===== src/gbia_pkg.sv =====
// gbia_pkg: shared types and constants of the growable bitmap id allocator
// no dependencies; used by the controller, datapath and top level

package gbia_pkg;

  // fixed field widths
  localparam int ID_W      = 10;
  localparam int ST_W      = 2;
  localparam int CNT_W     = 11;
  localparam int CFG_W     = 11;
  localparam int CFG_IDX_W = 1;

  // request operations
  localparam logic OP_ALLOC = 1'b0;
  localparam logic OP_FREE  = 1'b1;

  // result status codes
  localparam logic [ST_W-1:0] ST_ALLOC   = 2'd0;
  localparam logic [ST_W-1:0] ST_FULL    = 2'd1;
  localparam logic [ST_W-1:0] ST_FREED   = 2'd2;
  localparam logic [ST_W-1:0] ST_IGNORED = 2'd3;

  // configuration register indexes
  localparam logic [CFG_IDX_W-1:0] CFG_INIT_CAP = 1'b0;
  localparam logic [CFG_IDX_W-1:0] CFG_MAX_CAP  = 1'b1;

  // register values after reset
  localparam logic [CFG_W-1:0] INIT_CAP_RESET = 11'd32;
  localparam logic [CFG_W-1:0] MAX_CAP_RESET  = 11'd0;

  // request payload
  typedef struct packed {
    logic            operation;
    logic [ID_W-1:0] id;
  } req_t;

  // result payload
  typedef struct packed {
    logic [ID_W-1:0]  result_id;
    logic [ST_W-1:0]  status;
    logic [CNT_W-1:0] used_now;
  } rsp_t;

  // controller to datapath commands
  typedef struct packed {
    logic take;
    logic find;
    logic read;
    logic commit;
  } ctl_cmd_t;

  // datapath to controller status
  typedef struct packed {
    logic out_free;
  } ctl_sts_t;

endpackage


===== src/gbia_stream_if.sv =====
// gbia_stream_if: valid/ready channel carrying one payload per transfer
// payload type is a parameter; depends on nothing else

interface gbia_stream_if #(
  parameter type T = logic
) ();
  logic valid;
  logic ready;
  T     data;

  modport source (output valid, output data, input ready);
  modport sink   (input valid, input data, output ready);
endinterface


===== src/gbia_ctrl.sv =====
// gbia_ctrl: sequencing state machine of the id allocator
// depends on gbia_pkg for the command and status structs

module gbia_ctrl (
  input  logic               clk,
  input  logic               rst_n,
  input  logic               in_valid,
  output logic               in_ready,
  output gbia_pkg::ctl_cmd_t cmd,
  input  gbia_pkg::ctl_sts_t sts
);

  localparam logic [1:0] S_IDLE = 2'd0;
  localparam logic [1:0] S_ADDR = 2'd1;
  localparam logic [1:0] S_READ = 2'd2;
  localparam logic [1:0] S_MOD  = 2'd3;

  logic [1:0] state_r;
  logic [1:0] state_nxt;

  // next state
  always_comb begin
    state_nxt = state_r;
    case (state_r)
      S_IDLE: begin
        if (in_valid) begin
          state_nxt = S_ADDR;
        end
      end
      S_ADDR: begin
        state_nxt = S_READ;
      end
      S_READ: begin
        state_nxt = S_MOD;
      end
      S_MOD: begin
        if (sts.out_free) begin
          state_nxt = S_IDLE;
        end
      end
      default: begin
        state_nxt = S_IDLE;
      end
    endcase
  end

  always_ff @(posedge clk) begin
    if (!rst_n) begin
      state_r <= S_IDLE;
    end else begin
      state_r <= state_nxt;
    end
  end

  // commands to the datapath
  assign in_ready   = (state_r == S_IDLE);
  assign cmd.take   = (state_r == S_IDLE) && in_valid;
  assign cmd.find   = (state_r == S_ADDR);
  assign cmd.read   = (state_r == S_READ);
  assign cmd.commit = (state_r == S_MOD) && sts.out_free;

endmodule


===== src/gbia_datapath.sv =====
// gbia_datapath: bitmap store, word flags, capacity and count of the id allocator
// depends on gbia_pkg; driven by gbia_ctrl commands

module gbia_datapath #(
  parameter int MAX_IDS   = 1024,
  parameter int WORD_BITS = 32
) (
  input  logic                            clk,
  input  logic                            rst_n,
  input  logic                            cfg_we,
  input  logic [gbia_pkg::CFG_IDX_W-1:0]  cfg_index,
  input  logic [gbia_pkg::CFG_W-1:0]      cfg_data,
  input  gbia_pkg::req_t                  in_data,
  output gbia_pkg::rsp_t                  out_data,
  output logic                            out_valid,
  input  logic                            out_ready,
  input  gbia_pkg::ctl_cmd_t              cmd,
  output gbia_pkg::ctl_sts_t              sts
);

  localparam int WB_LOG = $clog2(WORD_BITS);
  localparam int NW     = MAX_IDS / WORD_BITS;
  localparam int AD     = (NW > 1) ? $clog2(NW) : 1;
  localparam int CW     = $clog2(MAX_IDS + 1);
  localparam int AW     = ((CW > gbia_pkg::CFG_W) ? CW : gbia_pkg::CFG_W) + 1;

  // round a requested capacity up to whole words, at least one, at most the store
  function automatic logic [CW-1:0] round_cap(input logic [gbia_pkg::CFG_W-1:0] v);
    logic [AW-1:0] c;
    logic [AW-1:0] up;
    c  = (v == '0) ? AW'(1) : AW'(v);
    up = ((c + AW'(WORD_BITS - 1)) >> WB_LOG) << WB_LOG;
    if (up > AW'(MAX_IDS)) begin
      up = AW'(MAX_IDS);
    end
    return up[CW-1:0];
  endfunction

  logic [gbia_pkg::CFG_W-1:0] max_cap_r;
  logic [CW-1:0]              cap_r;
  logic [CW-1:0]              used_r;
  logic                       op_r;
  logic [gbia_pkg::ID_W-1:0]  id_r;
  logic [AD-1:0]              addr_r;
  logic                       hit_r;
  logic [NW-1:0]              word_vld_r;
  logic [NW-1:0]              word_full_r;
  logic [WORD_BITS-1:0]       mem [NW];
  logic [WORD_BITS-1:0]       rd_data_r;
  logic                       rd_vld_r;
  gbia_pkg::rsp_t             out_r;
  logic                       out_valid_r;

  // word search
  logic          any_elig;
  logic [AD-1:0] first_w;
  logic [AD-1:0] cap_word;
  logic [AD-1:0] id_word;

  // modify stage
  logic [WORD_BITS-1:0] word;
  logic                 any_clr;
  logic [WB_LOG-1:0]    lc;
  logic [AW-1:0]        lc_id;
  logic [AW-1:0]        cap_ext;
  logic [AW-1:0]        max_ext;
  logic [AW-1:0]        grow_cap;
  logic                 alloc_ok;
  logic                 grow_ok;
  logic                 free_ok;
  logic [WB_LOG-1:0]    id_bit;
  logic                 wr;
  logic [WORD_BITS-1:0] word_nxt;
  logic [AW-1:0]        rid;
  logic [gbia_pkg::ST_W-1:0] st;
  logic [CW-1:0]        used_nxt;
  logic [CW-1:0]        cap_nxt;

  // first word that still has room below the capacity
  always_comb begin
    any_elig = 1'b0;
    first_w  = '0;
    for (int w = NW - 1; w >= 0; w--) begin
      if (((AW'(w) << WB_LOG) < AW'(cap_r)) && !word_full_r[w]) begin
        any_elig = 1'b1;
        first_w  = AD'(w);
      end
    end
  end

  assign cap_word = AD'(cap_r >> WB_LOG);
  assign id_word  = AD'(id_r >> WB_LOG);

  // word as stored; never written words read as zero
  assign word = rd_vld_r ? rd_data_r : '0;

  // lowest clear bit of the word
  always_comb begin
    any_clr = 1'b0;
    lc      = '0;
    for (int b = WORD_BITS - 1; b >= 0; b--) begin
      if (!word[b]) begin
        any_clr = 1'b1;
        lc      = WB_LOG'(b);
      end
    end
  end

  assign lc_id   = (AW'(addr_r) << WB_LOG) | AW'(lc);
  assign cap_ext = AW'(cap_r);
  assign max_ext = AW'(max_cap_r);
  assign id_bit  = id_r[WB_LOG-1:0];

  // doubled capacity, limited by the maximum and by the store
  always_comb begin
    grow_cap = cap_ext << 1;
    if ((max_ext != '0) && (grow_cap > max_ext)) begin
      grow_cap = max_ext;
    end
    if (grow_cap > AW'(MAX_IDS)) begin
      grow_cap = AW'(MAX_IDS);
    end
  end

  assign alloc_ok = hit_r && any_clr && (lc_id < cap_ext);
  assign grow_ok  = ((max_ext == '0) || (cap_ext < max_ext)) && (grow_cap > cap_ext);
  assign free_ok  = (AW'(id_r) < cap_ext) && word[id_bit];

  // result and store update
  always_comb begin
    wr       = 1'b0;
    word_nxt = word;
    rid      = '0;
    st       = gbia_pkg::ST_FULL;
    used_nxt = used_r;
    cap_nxt  = cap_r;
    if (op_r == gbia_pkg::OP_ALLOC) begin
      if (alloc_ok) begin
        wr       = 1'b1;
        word_nxt = word | (WORD_BITS'(1) << lc);
        rid      = lc_id;
        st       = gbia_pkg::ST_ALLOC;
        used_nxt = used_r + CW'(1);
      end else if (grow_ok) begin
        wr       = 1'b1;
        word_nxt = word | (WORD_BITS'(1) << cap_r[WB_LOG-1:0]);
        rid      = cap_ext;
        st       = gbia_pkg::ST_ALLOC;
        used_nxt = used_r + CW'(1);
        cap_nxt  = grow_cap[CW-1:0];
      end
    end else begin
      rid = AW'(id_r);
      if (free_ok) begin
        wr       = 1'b1;
        word_nxt = word & ~(WORD_BITS'(1) << id_bit);
        st       = gbia_pkg::ST_FREED;
        if (used_r != '0) begin
          used_nxt = used_r - CW'(1);
        end
      end else begin
        st = gbia_pkg::ST_IGNORED;
      end
    end
  end

  // request capture and word address
  always_ff @(posedge clk) begin
    if (cmd.take) begin
      op_r <= in_data.operation;
      id_r <= in_data.id;
    end
    if (cmd.find) begin
      if (op_r == gbia_pkg::OP_FREE) begin
        addr_r <= id_word;
        hit_r  <= 1'b0;
      end else if (any_elig) begin
        addr_r <= first_w;
        hit_r  <= 1'b1;
      end else begin
        addr_r <= cap_word;
        hit_r  <= 1'b0;
      end
    end
    if (cmd.commit) begin
      out_r.result_id <= gbia_pkg::ID_W'(rid);
      out_r.status    <= st;
      out_r.used_now  <= gbia_pkg::CNT_W'(used_nxt);
    end
  end

  // bitmap store, registered read
  always_ff @(posedge clk) begin
    if (cmd.read) begin
      rd_data_r <= mem[addr_r];
      rd_vld_r  <= word_vld_r[addr_r];
    end
    if (cmd.commit && wr) begin
      mem[addr_r] <= word_nxt;
    end
  end

  // capacity, count, word flags and configuration
  always_ff @(posedge clk) begin
    if (!rst_n) begin
      max_cap_r   <= gbia_pkg::MAX_CAP_RESET;
      cap_r       <= round_cap(gbia_pkg::INIT_CAP_RESET);
      used_r      <= '0;
      word_vld_r  <= '0;
      word_full_r <= '0;
    end else if (cfg_we) begin
      if (cfg_index == gbia_pkg::CFG_INIT_CAP) begin
        cap_r       <= round_cap(cfg_data);
        used_r      <= '0;
        word_vld_r  <= '0;
        word_full_r <= '0;
      end else begin
        max_cap_r <= cfg_data;
      end
    end else if (cmd.commit) begin
      cap_r  <= cap_nxt;
      used_r <= used_nxt;
      if (wr) begin
        word_vld_r[addr_r]  <= 1'b1;
        word_full_r[addr_r] <= &word_nxt;
      end
    end
  end

  // output register
  always_ff @(posedge clk) begin
    if (!rst_n) begin
      out_valid_r <= 1'b0;
    end else if (cmd.commit) begin
      out_valid_r <= 1'b1;
    end else if (out_ready) begin
      out_valid_r <= 1'b0;
    end
  end

  assign out_data     = out_r;
  assign out_valid    = out_valid_r;
  assign sts.out_free = !out_valid_r || out_ready;

endmodule


===== src/growable_bitmap_id_allocator.sv =====
// Growable bitmap id allocator. Each request passes through capture, a first-free-word
// search over a per-word full flag vector, a registered read of one bitmap word, and the
// read-modify-write that also loads the output register, in that order. The next
// request is taken once that write is done, so a new request is not taken while one is
// still open. A finished result waits in the output register. The next request is still
// taken, and it stalls only at its write until that register empties. Writing
// initial_capacity clears the store through the per-word valid flags and must happen
// while no request is open.
// Depends on gbia_pkg, gbia_stream_if, gbia_ctrl and gbia_datapath.

module growable_bitmap_id_allocator #(
  parameter int MAX_IDS   = 1024,
  parameter int WORD_BITS = 32
) (
  input  logic                            clk,
  input  logic                            rst_n,
  gbia_stream_if.sink                     in_req,
  gbia_stream_if.source                   out_rsp,
  input  logic                            cfg_we,
  input  logic [gbia_pkg::CFG_IDX_W-1:0]  cfg_index,
  input  logic [gbia_pkg::CFG_W-1:0]      cfg_data
);

  gbia_pkg::ctl_cmd_t cmd;
  gbia_pkg::ctl_sts_t sts;
  gbia_pkg::req_t     req;
  gbia_pkg::rsp_t     rsp;

  assign req          = in_req.data;
  assign out_rsp.data = rsp;

  // sequencing
  gbia_ctrl u_ctrl (
    .clk      (clk),
    .rst_n    (rst_n),
    .in_valid (in_req.valid),
    .in_ready (in_req.ready),
    .cmd      (cmd),
    .sts      (sts)
  );

  // store and counters
  gbia_datapath #(
    .MAX_IDS   (MAX_IDS),
    .WORD_BITS (WORD_BITS)
  ) u_datapath (
    .clk       (clk),
    .rst_n     (rst_n),
    .cfg_we    (cfg_we),
    .cfg_index (cfg_index),
    .cfg_data  (cfg_data),
    .in_data   (req),
    .out_data  (rsp),
    .out_valid (out_rsp.valid),
    .out_ready (out_rsp.ready),
    .cmd       (cmd),
    .sts       (sts)
  );

endmodule

===== src/flat_wrapper.sv =====
// flat-port wrapper written by rule: the top's interface ports become plain ports
module growable_bitmap_id_allocator_flat 
#(
  parameter int MAX_IDS   = 1024,
  parameter int WORD_BITS = 32
)
  (clk, rst_n, cfg_we, cfg_index, cfg_data, in_req_valid, in_req_data, in_req_ready, out_rsp_valid, out_rsp_data, out_rsp_ready);
  gbia_stream_if in_req_i ();
  gbia_stream_if out_rsp_i ();
  input  logic clk;
  input  logic rst_n;
  input  logic cfg_we;
  input  logic [gbia_pkg::CFG_IDX_W-1:0] cfg_index;
  input  logic [gbia_pkg::CFG_W-1:0] cfg_data;
  input wire logic [$bits(in_req_i.valid)-1:0] in_req_valid;
  input wire logic [$bits(in_req_i.data)-1:0] in_req_data;
  output wire logic [$bits(in_req_i.ready)-1:0] in_req_ready;
  output wire logic [$bits(out_rsp_i.valid)-1:0] out_rsp_valid;
  output wire logic [$bits(out_rsp_i.data)-1:0] out_rsp_data;
  input wire logic [$bits(out_rsp_i.ready)-1:0] out_rsp_ready;
  assign in_req_i.valid = in_req_valid;
  assign in_req_i.data = in_req_data;
  assign in_req_ready = in_req_i.ready;
  assign out_rsp_valid = out_rsp_i.valid;
  assign out_rsp_data = out_rsp_i.data;
  assign out_rsp_i.ready = out_rsp_ready;
  growable_bitmap_id_allocator #(.MAX_IDS(MAX_IDS), .WORD_BITS(WORD_BITS)) u_core (.clk(clk), .rst_n(rst_n), .in_req(in_req_i), .out_rsp(out_rsp_i), .cfg_we(cfg_we), .cfg_index(cfg_index), .cfg_data(cfg_data));
endmodule

===== config.mk =====
export PLATFORM = sky130hd
export DESIGN_NAME = growable_bitmap_id_allocator_flat
export DESIGN_NICKNAME = d
export VERILOG_FILES = /design/src/gbia_pkg.sv /design/src/gbia_stream_if.sv /design/src/gbia_ctrl.sv /design/src/gbia_datapath.sv /design/src/growable_bitmap_id_allocator.sv /design/src/flat_wrapper.sv
export SDC_FILE = /design/constraint.sdc
export NUM_CORES = 1
export LEC_CHECK = 0
export BUFFER_PORTS_ARGS = -buffer_cell sky130_fd_sc_hd__buf_2
export CAP_MARGIN = 0
export CORE_ASPECT_RATIO = 1.5
export CORE_MARGIN = 4
export CORE_UTILIZATION = 57
export DETAILED_ROUTE_END_ITERATION = 16
export PLACE_DENSITY = 0.78
export SYNTH_ARGS = -nofsm -noshare
export SYNTH_HDL_FRONTEND = slang
export SYNTH_SLANG_ARGS = --single-unit

===== constraint.sdc =====
create_clock -name clk -period 6.7 [get_ports clk]
set_input_delay 1.34 -clock clk [delete_from_list [all_inputs] [get_ports clk]]
set_output_delay 1.34 -clock clk [all_outputs]
set_load 0.01 [all_outputs]

* Yosys cells after proc, flatten, opt, wreduce, memory -nomap -nowiden
Memory sizes are Yosys's and may differ from the RTL's. A register that Yosys moved wholly into a read port is not among the register bits.
Index checks and enable logic that the tools add are counted.
W data, S select, Z words.
** Operators by class
- Add/sub/neg operators :: 2
- Order comparisons :: 40
- Equal/unequal tests :: 7
- Shift-type cells :: 2
- Mux-type cells :: 168
- Bitwise gates (word level) :: 4
- Reduce and logical (&&, ||, !) cells :: 88
** Operators with widths (count)
- $mux W5 :: 65
- $mux W32 :: 10
- $lt A10 B11 Y1 const A :: 16
- $mux W11 :: 12
- $or A32 B32 Y32 :: 3
- $lt A9 B11 Y1 const A :: 8
- $mux W1 :: 73
- $shl A1 B5 Y32 const A :: 2
- $lt A8 B11 Y1 const A :: 4
- $logic_and A1 B1 Y1 :: 39
- $logic_not A1 Y1 :: 33
- $bwmux W32 :: 1
- $reduce_and A32 Y1 :: 1
- $gt A12 B11 Y1 :: 2
- $gt A12 B11 Y1 const B :: 2
- $mux W12 :: 2
- $lt A7 B11 Y1 const A :: 2
- $add A11 B5 Y12 const B :: 1
- $logic_not A12 Y1 :: 1
- $reduce_bool A12 Y1 :: 1
- $add A11 B1 Y11 const B :: 1
- $logic_not A11 Y1 :: 1
- $lt A1 B11 Y1 const A :: 1
- $lt A10 B11 Y1 :: 1
- other kinds (18) :: 29
** Storage, ports and cells
- Flip-flop bits (word level) :: 108
- Bits in writable memories :: 1024
- Bits of input ports :: 18
- Output and inout bits :: 3
- Word-level logic and storage cells :: 323
- Memories kept :: 1
** Memory list
- u_core.u_datapath.mem :: depth 32, width 32, read ports 1, clocked after Yosys merged registers in 1, wr ports 1, RTL line gbia_datapath.sv:48 : logic [WORD_BITS-1:0] mem [NW];

* Logic depth before layout (Yosys ltp)
- Depth in word-level cells :: 42
- Depth in mapped cells :: 28

* Hierarchy
From an unflattened synthesis, not the netlist that was laid out.
** Unflattened totals
- Cell total of the unflattened synthesis :: 3076
- Area total of the unflattened synthesis :: 50500.9 um^2
** By module, submodules not included
- gbia_datapath :: instances 1, cells each 3055, area an instance 50317.0 um^2
- gbia_ctrl :: instances 1, cells each 20, area an instance 180.2 um^2
- growable_bitmap_id_allocator :: instances 1, cells each 1, area an instance 3.8 um^2

* Least setup slack after synthesis
OpenSTA, ideal clock, no wires.
- Kind :: reg2reg
- From :: register u_core.u_datapath.max_cap_r[2] in the netlist's numbering
- To :: register u_core.u_datapath.word_full_r[26]
- Setup time :: 59 ps
- Data arrival time :: 7257 ps
- Path slack :: -616 ps
- Cell stages (with the launch flop) :: 26
- Path buffers :: 2
- Period minus slack after synthesis :: 7316 ps
- Path through :: dfxtp_1 -> inv_1 -> ha_1 -> a21o_1 -> a21o_1 -> a21o_1 -> a21o_1 -> a21oi_1 -> o21a_1 -> a211o_1 -> clkbuf_1 -> mux2i_1 -> nor2_1 -> ha_1 -> nor2b_1 -> o211ai_1 -> a211o_1 -> a21oi_1 -> nand2_1 -> o311ai_0 -> nand2_1 -> and4b_1 -> nand4_2 -> nor4_4 -> buf_6 -> o31a_1
** On the way
- Word-level cells in the longest chain between the ends :: 14
** RTL lines
- from (decl) :: RTL line gbia_datapath.sv:39 : logic [gbia_pkg::CFG_W-1:0] max_cap_r;
- from (signal assigned) :: RTL line gbia_datapath.sv:206 : max_cap_r <= gbia_pkg::MAX_CAP_RESET;
- from (signal assigned) :: RTL line gbia_datapath.sv:218 : max_cap_r <= cfg_data;
- $gt A12 B11 Y1 / $reduce_bool A12 Y1 (equally long branches) :: RTL line gbia_datapath.sv:117 : if ((max_ext != '0) && (grow_cap > max_ext)) begin
- $logic_and A1 B1 Y1 :: RTL line gbia_datapath.sv:117
- $mux W12 :: RTL line gbia_datapath.sv:117
- $gt A12 B11 Y1 :: RTL line gbia_datapath.sv:120 : if (grow_cap > AW'(MAX_IDS)) begin
- $mux W12 :: RTL line gbia_datapath.sv:120
- $gt A12 B11 Y1 :: RTL line gbia_datapath.sv:126 : assign grow_ok = ((max_ext == '0) || (cap_ext < max_ext)) && (grow_cap > cap_ext);
- $logic_and A1 B1 Y1 (*) :: RTL line gbia_datapath.sv:126
- $mux W32 (*) :: RTL line gbia_datapath.sv:144 : end else if (grow_ok) begin
- $mux W32 (*) :: RTL line gbia_datapath.sv:138 : if (alloc_ok) begin
- via u_core.u_datapath.word_nxt[0] :: RTL line gbia_datapath.sv:73 : logic [WORD_BITS-1:0] word_nxt;
- $reduce_and A32 Y1 (*) :: RTL line gbia_datapath.sv:225 : word_full_r[addr_r] <= &word_nxt;
- $bwmux W32 (*) :: RTL line gbia_datapath.sv:225
- $mux W32 (*) :: RTL line gbia_datapath.sv:223 : if (wr) begin
- $mux W32 (*) :: RTL line gbia_datapath.sv:220 : end else if (cmd.commit) begin
- $mux W32 (*) :: RTL line gbia_datapath.sv:211 : end else if (cfg_we) begin
- to (signal, indexed assignment) :: RTL line gbia_datapath.sv:225
- to (decl) :: RTL line gbia_datapath.sv:47 : logic [NW-1:0] word_full_r;
The timed path passes the listed nets; every way through them passes the cells marked *. The select of a mux whose other input is x is not followed.
A chain may end at the register's enable or synchronous reset.

* Final worst setup path
- From :: register u_core.u_datapath.max_cap_r[2] in the netlist's numbering
- To :: register u_core.u_datapath.word_full_r[4]
** On the way
- Word-level cells in the longest chain between the ends :: 14
** RTL lines (RTL line)
- $gt A12 B11 Y1 / $reduce_bool A12 Y1 (equally long branches) :: gbia_datapath.sv:117
- $logic_and A1 B1 Y1 :: gbia_datapath.sv:117
- $mux W12 :: gbia_datapath.sv:117
- $gt A12 B11 Y1 :: gbia_datapath.sv:120
- $mux W12 :: gbia_datapath.sv:120
- $gt A12 B11 Y1 :: gbia_datapath.sv:126
- $logic_and A1 B1 Y1 (*) :: gbia_datapath.sv:126
- $mux W32 :: gbia_datapath.sv:144
- $mux W32 :: gbia_datapath.sv:138
- $reduce_and A32 Y1 :: gbia_datapath.sv:225
- $bwmux W32 :: gbia_datapath.sv:225
- $mux W32 :: gbia_datapath.sv:223
- $mux W32 :: gbia_datapath.sv:220
- $mux W32 :: gbia_datapath.sv:211
Mark *: on every way between the ends. The rest lies on a longest branch, timed or not. The select of a mux whose other input is x is not followed.

==> flow_summary.yaml <==
global_routing:
  grt_pass1_vias: 28500
  grt-ovfl-total: 0
  track_usage_pct: 32.8
  grt_max_degree: 141
  grt_pass1_wl_um: 205000
  antenna_found_initial: 1
yosys:
  syn_area_um2: 47300
  ys_top_cells_by_area: "edfxtp_1 (68%), mux4_2 (13%), dfxtp_1 (3.8%)"
  synth_edf_count: 1064
  yosys.area_share.adder_pct: 1.29
  synth_top_family_by_area: "multiplexers"
  ys.flop_type: "edfxtp_1"
  synth-seq-cells: 1154
  muxShareOfSynthArea_pct: 12.8
  synth_compound_area_share_pct: 7.50
  synthTopCellsByCount: "edfxtp_1 (1064), mux4_2 (264), nand2_1 (157)"
  synthXorXnorAreaFrac_pct: 0.111
  yosysUniqueCellTypes: 84
  syn-num-nets: 2777
  yosysSeqAreaShare_pct: 71.3
  yosysWarnings: 0
  yosys.area_share.simple_pct: 5.32
  synth_area_per_cell_um2: 17.4
  synth.top_cell.area_share_pct: 67.5
  synth_area_leader_cell: "edfxtp_1"
  post_synth_inst_count: 2715
  async_flop_share_pct: 0
  synth.most_common_cell: "edfxtp_1"
final_layout:
  nets: 2872
  postLayoutCoreUtil_pct: 64.6
  stdcell_area_um2: 53300
  syn2layout_area_growth_pct: 12.6
  drive_gt1_share_pct: 21.7
  n_fill_cell: 5339
power_and_ir_drop:
  vdd_drop_max_mv: 0.355
  total_power_mw: 18.9
  cellPowerDensity_nw_per_um2: 355
  p_leak_nw: 16.9
floorplan:
  start_util_pct: 57.4
  die_w_um: 243
  pin_count: 21
  die_y_um: 361
  dieArea_um2: 87800
  row_count: 129
  core-area_um2: 82500
clock_network:
  root_buffer: "clkbuf_16"
  htree_levels: 3
  clock_sinks: 1154
  cts.path.max_buffers: 3
  cts_resized: 0
  ctsHoldBuffers: 0
  cts_tree: "built"
  clkLatencyLatePin_ns: 0.73
  cts_buffers: 100
  cts.clk_slew.worst_paths_ns: 0.07
  post_cts_buffers: 0
timing:
  fin_crit_ns: 5.88
  setup_ws_ns: 0.817
  hold_viol_final: 0
  slew_headroom_pct: 17.9
  tightest_slew_ns: 1.23
  max_freq_mhz: 170
  slew_violations: 0
  finalSetupViolCount: 0
  fin_crit_sh_pct: 87.8
  tns_ns: 0
  rsz0062_at_grt: "no"
  fin_skew_ns: 0.0403
setup_path:
  critPathKind: "reg2reg"
  crit_fanout: 32
  cp-start-kind: "flip-flop"
  crit_arrival_ns: 6.51
  critPathRequiredTime_ns: 7.33
  end_kind: "flip-flop"
place:
  port_buffers: 19
  dp_slack_ns: 0.971
  gp_congestion: 1.02
  placed_cell_area_um2: 49800
  dpl.hpwl_um: 77600
detailed_routing:
  routedWlPerCell_um: 35.8
  vias: 28400
  post-route-drc-count: 0
  vias_per_cell: 7.09
  drt_iter0_drc: 3992
  postRouteWirelength_um: 143000
  drtAntennaViolNets: 0
  drt_first_pass_iters: 5
hold_path:
  min_path_type: "reg2reg"
job:
  drv_cap: 0
status:
  outcome: "complete, no violations"
==> placed cells by master, fill, tap and decap left out, types with 18 or more instances in the layout <==
cell type and n:
nor2_4 33, buf_4 83, clkinv_1 19, clkinv_2 20, a21boi_0 18, o21ai_0 77
buf_2 19, buf_12 36, edfxtp_1 1064, ha_1 43, a22oi_1 147, nand3_1 44
o31a_1 33, inv_1 46, nand4_1 55, clkbuf_16 100, dfxtp_1 90, nor2_1 105
nor3_1 30, a21oi_1 103, nand2_1 157, mux4_2 264
==> sequential cells by signal, indices dropped and copies added (netlist names) <==
signal	cells
u_core.u_datapath.word_full_r	32
u_core.u_datapath.out_valid	1
u_core.u_datapath.mem	1024
u_core.u_datapath.word_vld_r	32
u_core.u_datapath.hit_r	1
u_core.u_datapath.addr_r	5
u_core.u_ctrl.state_r	2
u_core.u_datapath.rd_vld_r	1
u_core.u_datapath.max_cap_r	11
u_core.u_datapath.rd_data_r	32
u_core.u_datapath.out_data	1
u_core.u_datapath.used_r	1
u_core.u_datapath.cap_r	11
==> worst paths after layout <==
kind | to | cells after the start | slack [ns] | startpoint
worst max register to register | u_core.u_datapath.word_full_r[4]$_SDFFE_PN0P_ | 26 | 0.82 | u_core.u_datapath.max_cap_r[2]$_SDFFE_PN0P_
worst max-delay path | u_core.u_datapath.word_full_r[4]$_SDFFE_PN0P_ | 26 | 0.82 | u_core.u_datapath.max_cap_r[2]$_SDFFE_PN0P_
worst min-delay path | u_core.u_datapath.word_vld_r[11]$_SDFFE_PN0P_ | 2 | 0.47 | u_core.u_datapath.word_vld_r[11]$_SDFFE_PN0P_
worst min register to register | u_core.u_datapath.word_vld_r[11]$_SDFFE_PN0P_ | 2 | 0.47 | u_core.u_datapath.word_vld_r[11]$_SDFFE_PN0P_
==> metrics by stage <==
| step | std cells | hold WS [ns] |
|---|---|---|
| after floorplan | 2715 | 0.431 |
| after detailed placement | 3821 | 0.455 |
| final | 4010 | 0.470 |
| after CTS | 4009 | 0.472 |
| after global routing | 4010 | 0.498 |
| after global placement | 3821 | 0.442 |
==> metal layers <==
layer	global-route usage (%)	share of wire, %	vias to the layer above
met5	0	0	-
met4	19.9	7.5	0
met3	6.71	9.7	507
met2	54.7	50	2060
met1	39.5	33	14500
li1	-	-	11300
==> area by class of cell <==
class / count / area, µm² / area share, %
sequential: 1154 / 33800 / 63.3
multi-input combinational: 1366 / 13100 / 24.5
clock buffer: 112 / 2550 / 4.78
timing repair buffer: 138 / 1440 / 2.70
tap: 1113 / 1390 / 2.61
clock inverter: 76 / 896 / 1.68
inverter: 50 / 188 / 0.352
antenna: 1 / 2.50 / 0.00470
==> cell families (layout without fill, tap and decap cells) <==
group,count (synthesis),after routing
muxes,275,275
AOI/OAI and AO/OA,514,514
buffers and inverters,195,376
xor gates and xnor gates,6,6
adders and majority gates,50,50
other,0,1
and+or+nand+nor,521,521
DFF,1154,1154
==> critical path: stages, from the launching register on <==
cell       delay [ns]
dfxtp_1          0.35
inv_1            0.09
ha_1             0.32
a21o_1           0.17
a21o_1           0.17
a21o_1           0.18
a21o_1           0.17
a21oi_1          0.15
o21a_1           0.13
a211o_1          0.15
buf_4            0.25
mux2i_1          0.29
nor2_1           0.11
ha_1             0.28
nand3_1          0.16
nor3_1           0.24
nor4_1           0.09
a21oi_1          0.25
nand3_1          0.30
nor2_2           0.16
buf_4            0.25
a21oi_1          0.17
a2111oi_4        0.42
nand4_2          0.18
nor4_4           0.33
buf_12           0.23
o31a_1           0.17
==> power by group <==
part / total, mW / switching (mW) / internal [mW]
clock network: 6.04 / 2.74 / 3.30
registers: 8.76 / 0.222 / 8.54
logic: 4.13 / 2.66 / 1.48
total: 18.9 / 5.62 / 13.3
No activity file was read; power rests on OpenSTA's default activity.
